[src/rtl/wtsq_pkg.sv]
package wtsq_pkg;

    // Operation codes on the func field
    localparam logic FUNC_INSERT = 1'b0;
    localparam logic FUNC_REMOVE = 1'b1;

    // Sequencer states
    typedef enum logic [3:0] {
        ST_IDLE,
        ST_DECIDE,
        ST_WALK_WAIT,
        ST_WALK_TEST,
        ST_FIX_NEW,
        ST_FIX_PREV,
        ST_POP_WAIT,
        ST_POP_LOAD,
        ST_FINISH
    } wtsq_state_t;

    // Commands from the sequencer to the datapath
    typedef struct packed {
        logic latch;      // capture the accepted item
        logic ins_empty;  // insert into an empty list
        logic ins_front;  // insert before the head
        logic ins_back;   // insert after the tail
        logic ins_mid;    // commit the slot and start the walk at the head
        logic walk_adv;   // step the walk cursor to its successor
        logic fix_new;    // link the new slot to the cursor's successor
        logic fix_prev;   // link the cursor to the new slot
        logic pop;        // take the head off the list
        logic pop_load;   // make the old head's successor the head
        logic load_out;   // load the result register
    } wtsq_cmd_t;

    // Status from the datapath to the sequencer
    typedef struct packed {
        logic is_pop;       // latched item is a remove
        logic reject;       // insert is ignored
        logic empty;        // no slot queued
        logic multi;        // more than one slot queued
        logic before_head;  // new tick is earlier than the head tick
        logic after_tail;   // new tick is equal to or later than the tail tick
        logic walk_go;      // cursor is not the tail and its successor does not wake later
    } wtsq_status_t;

endpackage

[src/rtl/wtsq_ram.sv]
module wtsq_ram #(
    parameter int WIDTH = 32,
    parameter int DEPTH = 16
) (
    input  logic                     clk,
    input  logic                     we,
    input  logic [$clog2(DEPTH)-1:0] waddr,
    input  logic [WIDTH-1:0]         wdata,
    input  logic [$clog2(DEPTH)-1:0] raddr,
    output logic [WIDTH-1:0]         rdata
);

    logic [WIDTH-1:0] mem [DEPTH];

    // Write one entry, read one entry with registered data
    always_ff @(posedge clk)
    begin
        if (we)
        begin
            mem[waddr] <= wdata;
        end
        rdata <= mem[raddr];
    end

endmodule

[src/rtl/wtsq_ctrl.sv]
module wtsq_ctrl (
    input  logic                  clk,
    input  logic                  rst_n,
    input  logic                  in_valid,
    output logic                  in_stall,
    output logic                  out_valid,
    input  logic                  out_stall,
    input  wtsq_pkg::wtsq_status_t status,
    output wtsq_pkg::wtsq_cmd_t    cmd
);

    wtsq_pkg::wtsq_state_t state_reg, state_next;
    logic                  out_valid_reg, out_valid_next;

    // State and result-valid registers
    always_ff @(posedge clk or negedge rst_n)
    begin
        if (!rst_n)
        begin
            state_reg     <= wtsq_pkg::ST_IDLE;
            out_valid_reg <= 1'b0;
        end
        else
        begin
            state_reg     <= state_next;
            out_valid_reg <= out_valid_next;
        end
    end

    assign in_stall  = (state_reg != wtsq_pkg::ST_IDLE);
    assign out_valid = out_valid_reg;

    // Next state and commands
    always_comb
    begin
        state_next = state_reg;
        cmd        = '0;
        unique case (state_reg)
            wtsq_pkg::ST_IDLE:
            begin
                if (in_valid)
                begin
                    cmd.latch  = 1'b1;
                    state_next = wtsq_pkg::ST_DECIDE;
                end
            end
            wtsq_pkg::ST_DECIDE:
            begin
                state_next = wtsq_pkg::ST_FINISH;
                if (status.is_pop)
                begin
                    if (!status.empty)
                    begin
                        cmd.pop = 1'b1;
                        if (status.multi)
                        begin
                            state_next = wtsq_pkg::ST_POP_WAIT;
                        end
                    end
                end
                else
                begin
                    priority if (status.reject)
                    begin
                        state_next = wtsq_pkg::ST_FINISH;
                    end
                    else if (status.empty)
                    begin
                        cmd.ins_empty = 1'b1;
                    end
                    else if (status.before_head)
                    begin
                        cmd.ins_front = 1'b1;
                    end
                    else if (status.after_tail)
                    begin
                        cmd.ins_back = 1'b1;
                    end
                    else
                    begin
                        cmd.ins_mid = 1'b1;
                        state_next  = wtsq_pkg::ST_WALK_WAIT;
                    end
                end
            end
            wtsq_pkg::ST_WALK_WAIT:
            begin
                state_next = wtsq_pkg::ST_WALK_TEST;
            end
            wtsq_pkg::ST_WALK_TEST:
            begin
                if (status.walk_go)
                begin
                    cmd.walk_adv = 1'b1;
                    state_next   = wtsq_pkg::ST_WALK_WAIT;
                end
                else
                begin
                    cmd.fix_new = 1'b1;
                    state_next  = wtsq_pkg::ST_FIX_PREV;
                end
            end
            wtsq_pkg::ST_FIX_NEW:
            begin
                cmd.fix_new = 1'b1;
                state_next  = wtsq_pkg::ST_FIX_PREV;
            end
            wtsq_pkg::ST_FIX_PREV:
            begin
                cmd.fix_prev = 1'b1;
                state_next   = wtsq_pkg::ST_FINISH;
            end
            wtsq_pkg::ST_POP_WAIT:
            begin
                state_next = wtsq_pkg::ST_POP_LOAD;
            end
            wtsq_pkg::ST_POP_LOAD:
            begin
                cmd.pop_load = 1'b1;
                state_next   = wtsq_pkg::ST_FINISH;
            end
            wtsq_pkg::ST_FINISH:
            begin
                if (!out_valid_reg || !out_stall)
                begin
                    cmd.load_out = 1'b1;
                    state_next   = wtsq_pkg::ST_IDLE;
                end
            end
            default:
            begin
                state_next = wtsq_pkg::ST_IDLE;
            end
        endcase
    end

    // Hold the result until its transfer, set it on load
    always_comb
    begin
        out_valid_next = out_valid_reg;
        if (out_valid_reg && !out_stall)
        begin
            out_valid_next = 1'b0;
        end
        if (cmd.load_out)
        begin
            out_valid_next = 1'b1;
        end
    end

    // Result register is never overwritten before its transfer
    a_load_free: assert property (@(posedge clk) disable iff (!rst_n)
        cmd.load_out |-> (!out_valid_reg || !out_stall))
        else $error("result loaded over a pending result");

    // An accepted item goes straight to the decision step
    a_accept_decide: assert property (@(posedge clk) disable iff (!rst_n)
        (in_valid && !in_stall) |=> (state_reg == wtsq_pkg::ST_DECIDE))
        else $error("accepted item did not reach decision");

    // A walk step always follows a wait for the successor tick
    a_walk_order: assert property (@(posedge clk) disable iff (!rst_n)
        (state_reg == wtsq_pkg::ST_WALK_TEST) |->
            ($past(state_reg) == wtsq_pkg::ST_WALK_WAIT))
        else $error("walk test without tick read");

endmodule

[src/rtl/wtsq_datapath.sv]
module wtsq_datapath #(
    parameter int SLOTS = 16
) (
    input  logic                   clk,
    input  logic                   rst_n,
    input  logic                   func,
    input  logic [3:0]             slot_id,
    input  logic [31:0]            wake_tick,
    input  wtsq_pkg::wtsq_cmd_t    cmd,
    output wtsq_pkg::wtsq_status_t status,
    output logic                   queue_empty,
    output logic [3:0]             head_slot,
    output logic [31:0]            head_tick,
    output logic [4:0]             entry_count,
    output logic                   pop_valid,
    output logic [3:0]             popped_slot
);

    localparam int IDX_W = $clog2(SLOTS);
    localparam int CNT_W = $clog2(SLOTS + 1);

    // Latched item
    logic             func_reg;
    logic [3:0]       id_reg;
    logic [31:0]      tick_reg;

    // List state
    logic [IDX_W-1:0] head_reg, head_next;
    logic [IDX_W-1:0] tail_reg, tail_next;
    logic [31:0]      head_tick_reg, head_tick_next;
    logic [31:0]      tail_tick_reg, tail_tick_next;
    logic [CNT_W-1:0] count_reg, count_next;
    logic [SLOTS-1:0] queued_reg, queued_next;
    logic [IDX_W-1:0] cur_reg, cur_next;
    logic             pop_hit_reg, pop_hit_next;
    logic [IDX_W-1:0] popped_reg, popped_next;

    // Result register
    logic             queue_empty_reg;
    logic [3:0]       head_slot_reg;
    logic [31:0]      head_tick_out_reg;
    logic [4:0]       entry_count_reg;
    logic             pop_valid_reg;
    logic [3:0]       popped_slot_reg;

    // Memory ports
    logic [IDX_W-1:0] id_idx;
    logic             commit;
    logic             link_we;
    logic [IDX_W-1:0] link_waddr;
    logic [IDX_W-1:0] link_wdata;
    logic [IDX_W-1:0] link_q;
    logic [31:0]      tick_q;

    assign id_idx = IDX_W'(id_reg);
    assign commit = cmd.ins_empty | cmd.ins_front | cmd.ins_back | cmd.ins_mid;

    // Link table: read follows the cursor so data arrives with it
    wtsq_ram #(
        .WIDTH (IDX_W),
        .DEPTH (SLOTS)
    ) u_link_ram (
        .clk   (clk),
        .we    (link_we),
        .waddr (link_waddr),
        .wdata (link_wdata),
        .raddr (cur_next),
        .rdata (link_q)
    );

    // Tick table: read the successor named by the link output
    wtsq_ram #(
        .WIDTH (32),
        .DEPTH (SLOTS)
    ) u_tick_ram (
        .clk   (clk),
        .we    (commit),
        .waddr (id_idx),
        .wdata (tick_reg),
        .raddr (link_q),
        .rdata (tick_q)
    );

    // Select the link write
    always_comb
    begin
        link_we    = cmd.ins_front | cmd.ins_back | cmd.fix_new | cmd.fix_prev;
        link_waddr = id_idx;
        link_wdata = id_idx;
        priority if (cmd.ins_front)
        begin
            link_wdata = head_reg;
        end
        else if (cmd.ins_back)
        begin
            link_waddr = tail_reg;
        end
        else if (cmd.fix_new)
        begin
            link_wdata = link_q;
        end
        else if (cmd.fix_prev)
        begin
            link_waddr = cur_reg;
        end
        else
        begin
            link_wdata = id_idx;
        end
    end

    // Status toward the sequencer
    always_comb
    begin
        status.is_pop      = (func_reg == wtsq_pkg::FUNC_REMOVE);
        status.reject      = (int'(id_reg) >= SLOTS) || queued_reg[id_idx] ||
                             (count_reg == CNT_W'(SLOTS));
        status.empty       = (count_reg == '0);
        status.multi       = (count_reg > CNT_W'(1));
        status.before_head = (tick_reg < head_tick_reg);
        status.after_tail  = (tail_tick_reg <= tick_reg);
        status.walk_go     = (cur_reg != tail_reg) && (tick_q <= tick_reg);
    end

    // Next list state
    always_comb
    begin
        head_next      = head_reg;
        tail_next      = tail_reg;
        head_tick_next = head_tick_reg;
        tail_tick_next = tail_tick_reg;
        count_next     = count_reg;
        queued_next    = queued_reg;
        cur_next       = cur_reg;
        pop_hit_next   = pop_hit_reg;
        popped_next    = popped_reg;

        if (cmd.latch)
        begin
            pop_hit_next = 1'b0;
        end
        if (commit)
        begin
            count_next          = count_reg + CNT_W'(1);
            queued_next[id_idx] = 1'b1;
        end
        if (cmd.ins_empty)
        begin
            head_next      = id_idx;
            tail_next      = id_idx;
            head_tick_next = tick_reg;
            tail_tick_next = tick_reg;
        end
        if (cmd.ins_front)
        begin
            head_next      = id_idx;
            head_tick_next = tick_reg;
        end
        if (cmd.ins_back)
        begin
            tail_next      = id_idx;
            tail_tick_next = tick_reg;
        end
        if (cmd.ins_mid)
        begin
            cur_next = head_reg;
        end
        if (cmd.walk_adv)
        begin
            cur_next = link_q;
        end
        if (cmd.pop)
        begin
            cur_next              = head_reg;
            popped_next           = head_reg;
            pop_hit_next          = 1'b1;
            count_next            = count_reg - CNT_W'(1);
            queued_next[head_reg] = 1'b0;
        end
        if (cmd.pop_load)
        begin
            head_next      = link_q;
            head_tick_next = tick_q;
        end
    end

    // Control state
    always_ff @(posedge clk or negedge rst_n)
    begin
        if (!rst_n)
        begin
            head_reg    <= '0;
            tail_reg    <= '0;
            count_reg   <= '0;
            queued_reg  <= '0;
            pop_hit_reg <= 1'b0;
        end
        else
        begin
            head_reg    <= head_next;
            tail_reg    <= tail_next;
            count_reg   <= count_next;
            queued_reg  <= queued_next;
            pop_hit_reg <= pop_hit_next;
        end
    end

    // Payload registers
    always_ff @(posedge clk)
    begin
        if (cmd.latch)
        begin
            func_reg <= func;
            id_reg   <= slot_id;
            tick_reg <= wake_tick;
        end
        head_tick_reg <= head_tick_next;
        tail_tick_reg <= tail_tick_next;
        cur_reg       <= cur_next;
        popped_reg    <= popped_next;
        if (cmd.load_out)
        begin
            queue_empty_reg   <= status.empty;
            head_slot_reg     <= status.empty ? 4'd0 : 4'(head_reg);
            head_tick_out_reg <= status.empty ? 32'd0 : head_tick_reg;
            entry_count_reg   <= 5'(count_reg);
            pop_valid_reg     <= pop_hit_reg;
            popped_slot_reg   <= pop_hit_reg ? 4'(popped_reg) : 4'd0;
        end
    end

    assign queue_empty = queue_empty_reg;
    assign head_slot   = head_slot_reg;
    assign head_tick   = head_tick_out_reg;
    assign entry_count = entry_count_reg;
    assign pop_valid   = pop_valid_reg;
    assign popped_slot = popped_slot_reg;

    // Occupancy bits agree with the count
    a_count_bits: assert property (@(posedge clk) disable iff (!rst_n)
        $countones(queued_reg) == int'(count_reg))
        else $error("occupancy bits disagree with count");

    // A non-empty list has a queued head and tail once the operation is done
    a_ends_queued: assert property (@(posedge clk) disable iff (!rst_n)
        (cmd.load_out && (count_reg != '0)) |->
            (queued_reg[head_reg] && queued_reg[tail_reg]))
        else $error("list end is not queued");

    // Head tick never exceeds tail tick
    a_order: assert property (@(posedge clk) disable iff (!rst_n)
        (count_reg != '0) |-> (head_tick_reg <= tail_tick_reg))
        else $error("head wakes after tail");

endmodule

[src/rtl/wake_time_sorted_queue.sv]
// Steps: a remove or an insert at either end is decided and then loads its result; a remove
// that leaves a new head first waits for and loads the successor tick; an ordered insert walks
// the list link by link (at most SLOTS-3 links), paced by the link/tick table reads, then links in.
// Throughput: one item at a time; the next item is taken once the result is registered.
// Reset: asynchronous, active low; clears the list to empty with no pending result.
module wake_time_sorted_queue #(
    parameter int SLOTS = 16
) (
    input  logic        clk,
    input  logic        rst_n,
    input  logic        in_valid,
    output logic        in_stall,
    input  logic        func,
    input  logic [3:0]  slot_id,
    input  logic [31:0] wake_tick,
    output logic        out_valid,
    input  logic        out_stall,
    output logic        queue_empty,
    output logic [3:0]  head_slot,
    output logic [31:0] head_tick,
    output logic [4:0]  entry_count,
    output logic        pop_valid,
    output logic [3:0]  popped_slot
);

    wtsq_pkg::wtsq_cmd_t    cmd;
    wtsq_pkg::wtsq_status_t status;

    // Sequencer
    wtsq_ctrl u_ctrl (
        .clk       (clk),
        .rst_n     (rst_n),
        .in_valid  (in_valid),
        .in_stall  (in_stall),
        .out_valid (out_valid),
        .out_stall (out_stall),
        .status    (status),
        .cmd       (cmd)
    );

    // List tables and result register
    wtsq_datapath #(
        .SLOTS (SLOTS)
    ) u_datapath (
        .clk         (clk),
        .rst_n       (rst_n),
        .func        (func),
        .slot_id     (slot_id),
        .wake_tick   (wake_tick),
        .cmd         (cmd),
        .status      (status),
        .queue_empty (queue_empty),
        .head_slot   (head_slot),
        .head_tick   (head_tick),
        .entry_count (entry_count),
        .pop_valid   (pop_valid),
        .popped_slot (popped_slot)
    );

endmodule

[config.mk]
export PLATFORM = sky130hd
export DESIGN_NAME = wake_time_sorted_queue
export DESIGN_NICKNAME = d
export VERILOG_FILES = /design/src/rtl/wtsq_pkg.sv /design/src/rtl/wtsq_ram.sv /design/src/rtl/wtsq_ctrl.sv /design/src/rtl/wtsq_datapath.sv /design/src/rtl/wake_time_sorted_queue.sv
export SDC_FILE = /design/constraint.sdc
export NUM_CORES = 1
export LEC_CHECK = 0
export BUFFER_PORTS_ARGS = -buffer_cell sky130_fd_sc_hd__buf_2
export CAP_MARGIN = 40
export CORE_AREA = 4 4 273 275
export CTS_CLUSTER_SIZE = 8
export DETAILED_ROUTE_END_ITERATION = 16
export DIE_AREA = 0 0 277 279
export GPL_ROUTABILITY_DRIVEN = 0
export SLEW_MARGIN = 40
export SYNTH_ARGS = -nofsm -noshare
export SYNTH_HDL_FRONTEND = slang
export SYNTH_HIERARCHICAL = 1
export SYNTH_SLANG_ARGS = --single-unit
[constraint.sdc]
create_clock -name clk -period 6.6 [get_ports clk]
set_input_delay 0.66 -clock clk [delete_from_list [all_inputs] [get_ports clk]]
set_output_delay 0.66 -clock clk [all_outputs]
set_load 0.02 [all_outputs]
==> summary.md <==
| Metric | Value |
|---|---|
| Internal | 11.23 mW |
| Post-CTS sizing | 0 |
| Synthesized Nets | 1940 |
| Clk pwr share | 32.5% |
| Max-slew headroom | 42.95% |
| Post-route setup TNS | 0 ns |
| Mean Syn Cell Area | 17.88 um^2 |
| Largest net degree at the start of global routing | 69 |
| Post-synth EDFFs | 728 |
| Pre-Repair DR Iteration Count | 5 |
| Vias in the first global route | 17966 |
| Post-synth top area share | 67.93% |
| Commonest non-fill, non-tap cell in the layout | edfxtp_1 |
| Core area | 0.07234 mm^2 |
| Cells along the critical path | buf_4 -> ha_1 -> a21oi_1 -> o21ai_0 -> a41oi_1 -> or4_1 -> a31oi_1 -> nor3_1 -> nor3b_2 -> buf_4 -> nor2_4 -> inv_1 -> nor3_2 -> inv_1 -> or3b_2 -> nor3_4 -> buf_4 |
| Hold Violations, Final | 0 |
| Crit Path Max Fanout | 32 |
| Placed cell area | 0.03427 mm^2 |
| Max Clock Freq | 173.2 MHz |
| Die height | 279 um |
| Share of post-route cells with drive strength above 1 | 21.76% |
| Post-synth top area cell | edfxtp_1 |
| Worst hold path class | primary input to flop |
| Comb pwr share | 25.0% |
| Setup violations, final | 0 |
| Die X | 277 um |
| DRT antenna net count | 0 |
| Hold Path Cell Cnt | 1 |
| Status | completed |
| Number of post-CTS setup repair buffers | 0 |
| Slowest stage delay, CP | 0.72 ns |
| Critical Path Sink Type | flop |
| P per Cell Area | 428.6 mW/mm^2 |
| Core Util, Final | 51.90% |
| Largest family of logic cells by synthesized area | multiplexers |
| Final worst path period share | 87.47% |
| Simple-Gate Fraction of Synth Area | 4.813% |
| Port Buffer Count | 89 |
| Tmin final | 5.773 ns |
| Fin. max-slew vios | 0 |
| Slowest stage cell, crit path | or4_1 |
| Sequential-to-total area share from yosys stat | 73.14% |
| DR vias | 17278 |
| R2R depth | 17 |
| Routed len/inst | 24.75 um |
| H-tree levels | 3 |
| Worst Hold Margin | 0.1732 ns |
| CTS tree | built |
| Cts hold-fix bufs | 0 |
| Post-DP HPWL | 45790 um |
| Area Overhead vs Synth | 16.66% |
| Leakage power | 12.97 nW |
| GRT Overall Usage | 19.61% |
| Ports | 90 |
| RSZ-0062 raised after global routing | no |
| CP most frequent cell | buf_4 |
| Synth top area cells | edfxtp_1 (68%), mux4_2 (9.2%), ha_1 (3.8%) |
| Peak supply drop | 0.0002484 V |
| Clk root buf | clkbuf_16 |
| Worst Path Required | 6.88 ns |
| NetSw | 4.857 mW |
| Worst Tran Pin Value | 0.8492 ns |
| Post-synthesis mux area share | 10.96% |
| Max reg flops | 512 |
| WL final | 75500 um |
| Synth Flop Type | edfxtp_1 |
| Adder-cell share of the synthesized area | 3.849% |
| Xor and xnor area share after synthesis | 0.2177% |
| Clk_lat worst skew | 0.66 ns |
| CP startpoint | u_datapath/tick_reg[17] |
| Warnings, synthesis | 6 |
| Complex-gate fraction of the synthesized area | 4.953% |
| Arrival @ worst endpoint | 6.05 ns |
| Vias/cell | 5.665 |
| Placement Rows | 99 |
| Mapped cell area | 0.03218 mm^2 |
| #FFs+latches synth | 803 |
| # diodes | 0 |
| Initial antenna violation count | 1 |
| Initial Utilization | 44.49% |
| Die area | 0.07728 mm^2 |
| Flop pwr share | 42.5% |
| Startpoint Class | flop |
| Crit Path Category | flop to flop |
| Total global routing overflow | 0 |
| Clock skew | 0.03697 ns |
| Max cap viols | 0 |
| Sw Ratio | 30.18% |
| Fraction of registers with async set/reset | 4.359% |
| Clk slew on worst S/H paths | 0.05 ns |
| TritonCTS Buffers | 110 |
| Iter 0 DRT Violations | 1506 |
| Worst R2R Start | u_datapath/tick_reg[17] |
| Total power | 16.09 mW |
| First-pass GRT wire length | 114500 um |
| Netlist cell types | 65 |
| CTS sink count | 803 |
| Post-layout nets | 2142 |
| Synth Instances | 1800 |
| # DRC | 0 |
| Commonest non-fill, non-tap cells in the layout | edfxtp_1 (728), mux4_2 (131), clkbuf_16 (113) |
| Hold path startpoint | wake_tick[8] |
| Clock Path Buffers | 3 |
| Final instance area | 0.03754 mm^2 |
==> power by group through the flow <==
stage,Sequential (mW),Clock (mW),Combinational (mW)
after detailed placement,6.93,0,4.06
final,6.84,5.23,4.03
after floorplan,6.79,0,2.80
after global placement,6.96,0,3.91
after global routing,6.90,5.59,4.43
after CTS,6.84,5.34,4.07
==> cell usage after synthesis (3+ instances only) <==
cell,number
or3_1,3
and3_1,3
clkbuf_1,39
a41oi_1,3
nor3b_1,3
nor4b_1,3
a211oi_1,4
nand4_1,19
edfxtp_1,728
nand3b_1,5
nor4_1,4
nor2_1,85
dfxtp_1,40
ha_1,99
o21ai_0,65
a31oi_1,15
a22oi_1,73
buf_4,11
and2_1,5
nand2_1,109
buf_6,3
xnor2_1,6
inv_1,79
mux4_2,131
nor2b_1,18
dfrtp_1,35
buf_2,9
nand2b_1,4
buf_1,11
mux4_1,18
nand3_1,18
or4_1,3
a21o_1,13
mux2i_1,8
nor3_1,25
a21oi_1,69
==> worst max-delay path, delay by kind of cell, from the launching register on <==
kind / cells / cell delay (ns)
flip-flops: 1 / 0.54
AND/OR/NAND/NOR: 7 / 2.12
buffers and inverters: 5 / 1.33
AO/OA/AOI/OAI: 4 / 1.08
adder cells (fa/ha/maj): 1 / 0.29
==> cell type report <==
class                   instances  area, um^2
inverters                      79       296.5
flip-flops and latches        803       23550
fillers                      5833       34800
well taps                     959        1200
clock inverters                 4       82.58
multi-input cells             844        8182
repair buffers                164        1075
clock buffers                 197        3163
==> per-stage QoR <==
stage	cells	worst slack, ns
3_3_place_gp	2846	0.9256
2_1_floorplan	1800	-0.1121
3_5_place_dp	2847	0.8285
4_1_cts	3048	0.8015
6_report	3050	0.8271
5_1_grt	3050	0.5244
==> worst paths after layout <==
kind | end | slack (ns)
setup / recovery | u_datapath/u_tick_ram/mem[0][14] | 0.83
hold / removal | u_datapath/tick_reg[8] | 0.17
setup reg to reg | u_datapath/u_tick_ram/mem[0][14] | 0.83
hold reg to reg | u_datapath/popped_slot[3] | 0.52
max in group asynchronous | u_datapath/queued_reg[13] | 5.73
min in group asynchronous | u_datapath/head_reg[3] | 0.52
==> routing by layer <==
metal  part of all wire, %  GRT usage [%]  wire length (um)
met5                     0              0                 0
met4                   1.7          4.768              1262
met3                   6.0          3.462              4503
met2                    48          31.80             36310
met1                    44          28.06             33430
==> kinds of logic (layout without fill, tap and decap cells) <==
| group | after synthesis | in the layout |
|---|---|---|
| buf+inv | 153 | 444 |
| compound gates | 257 | 257 |
| flops | 803 | 803 |
| mux | 159 | 159 |
| xor+xnor | 8 | 8 |
| fa+ha+maj | 99 | 99 |
| simple gates | 321 | 321 |
Note: power is estimated with default switching activity, not from simulation.
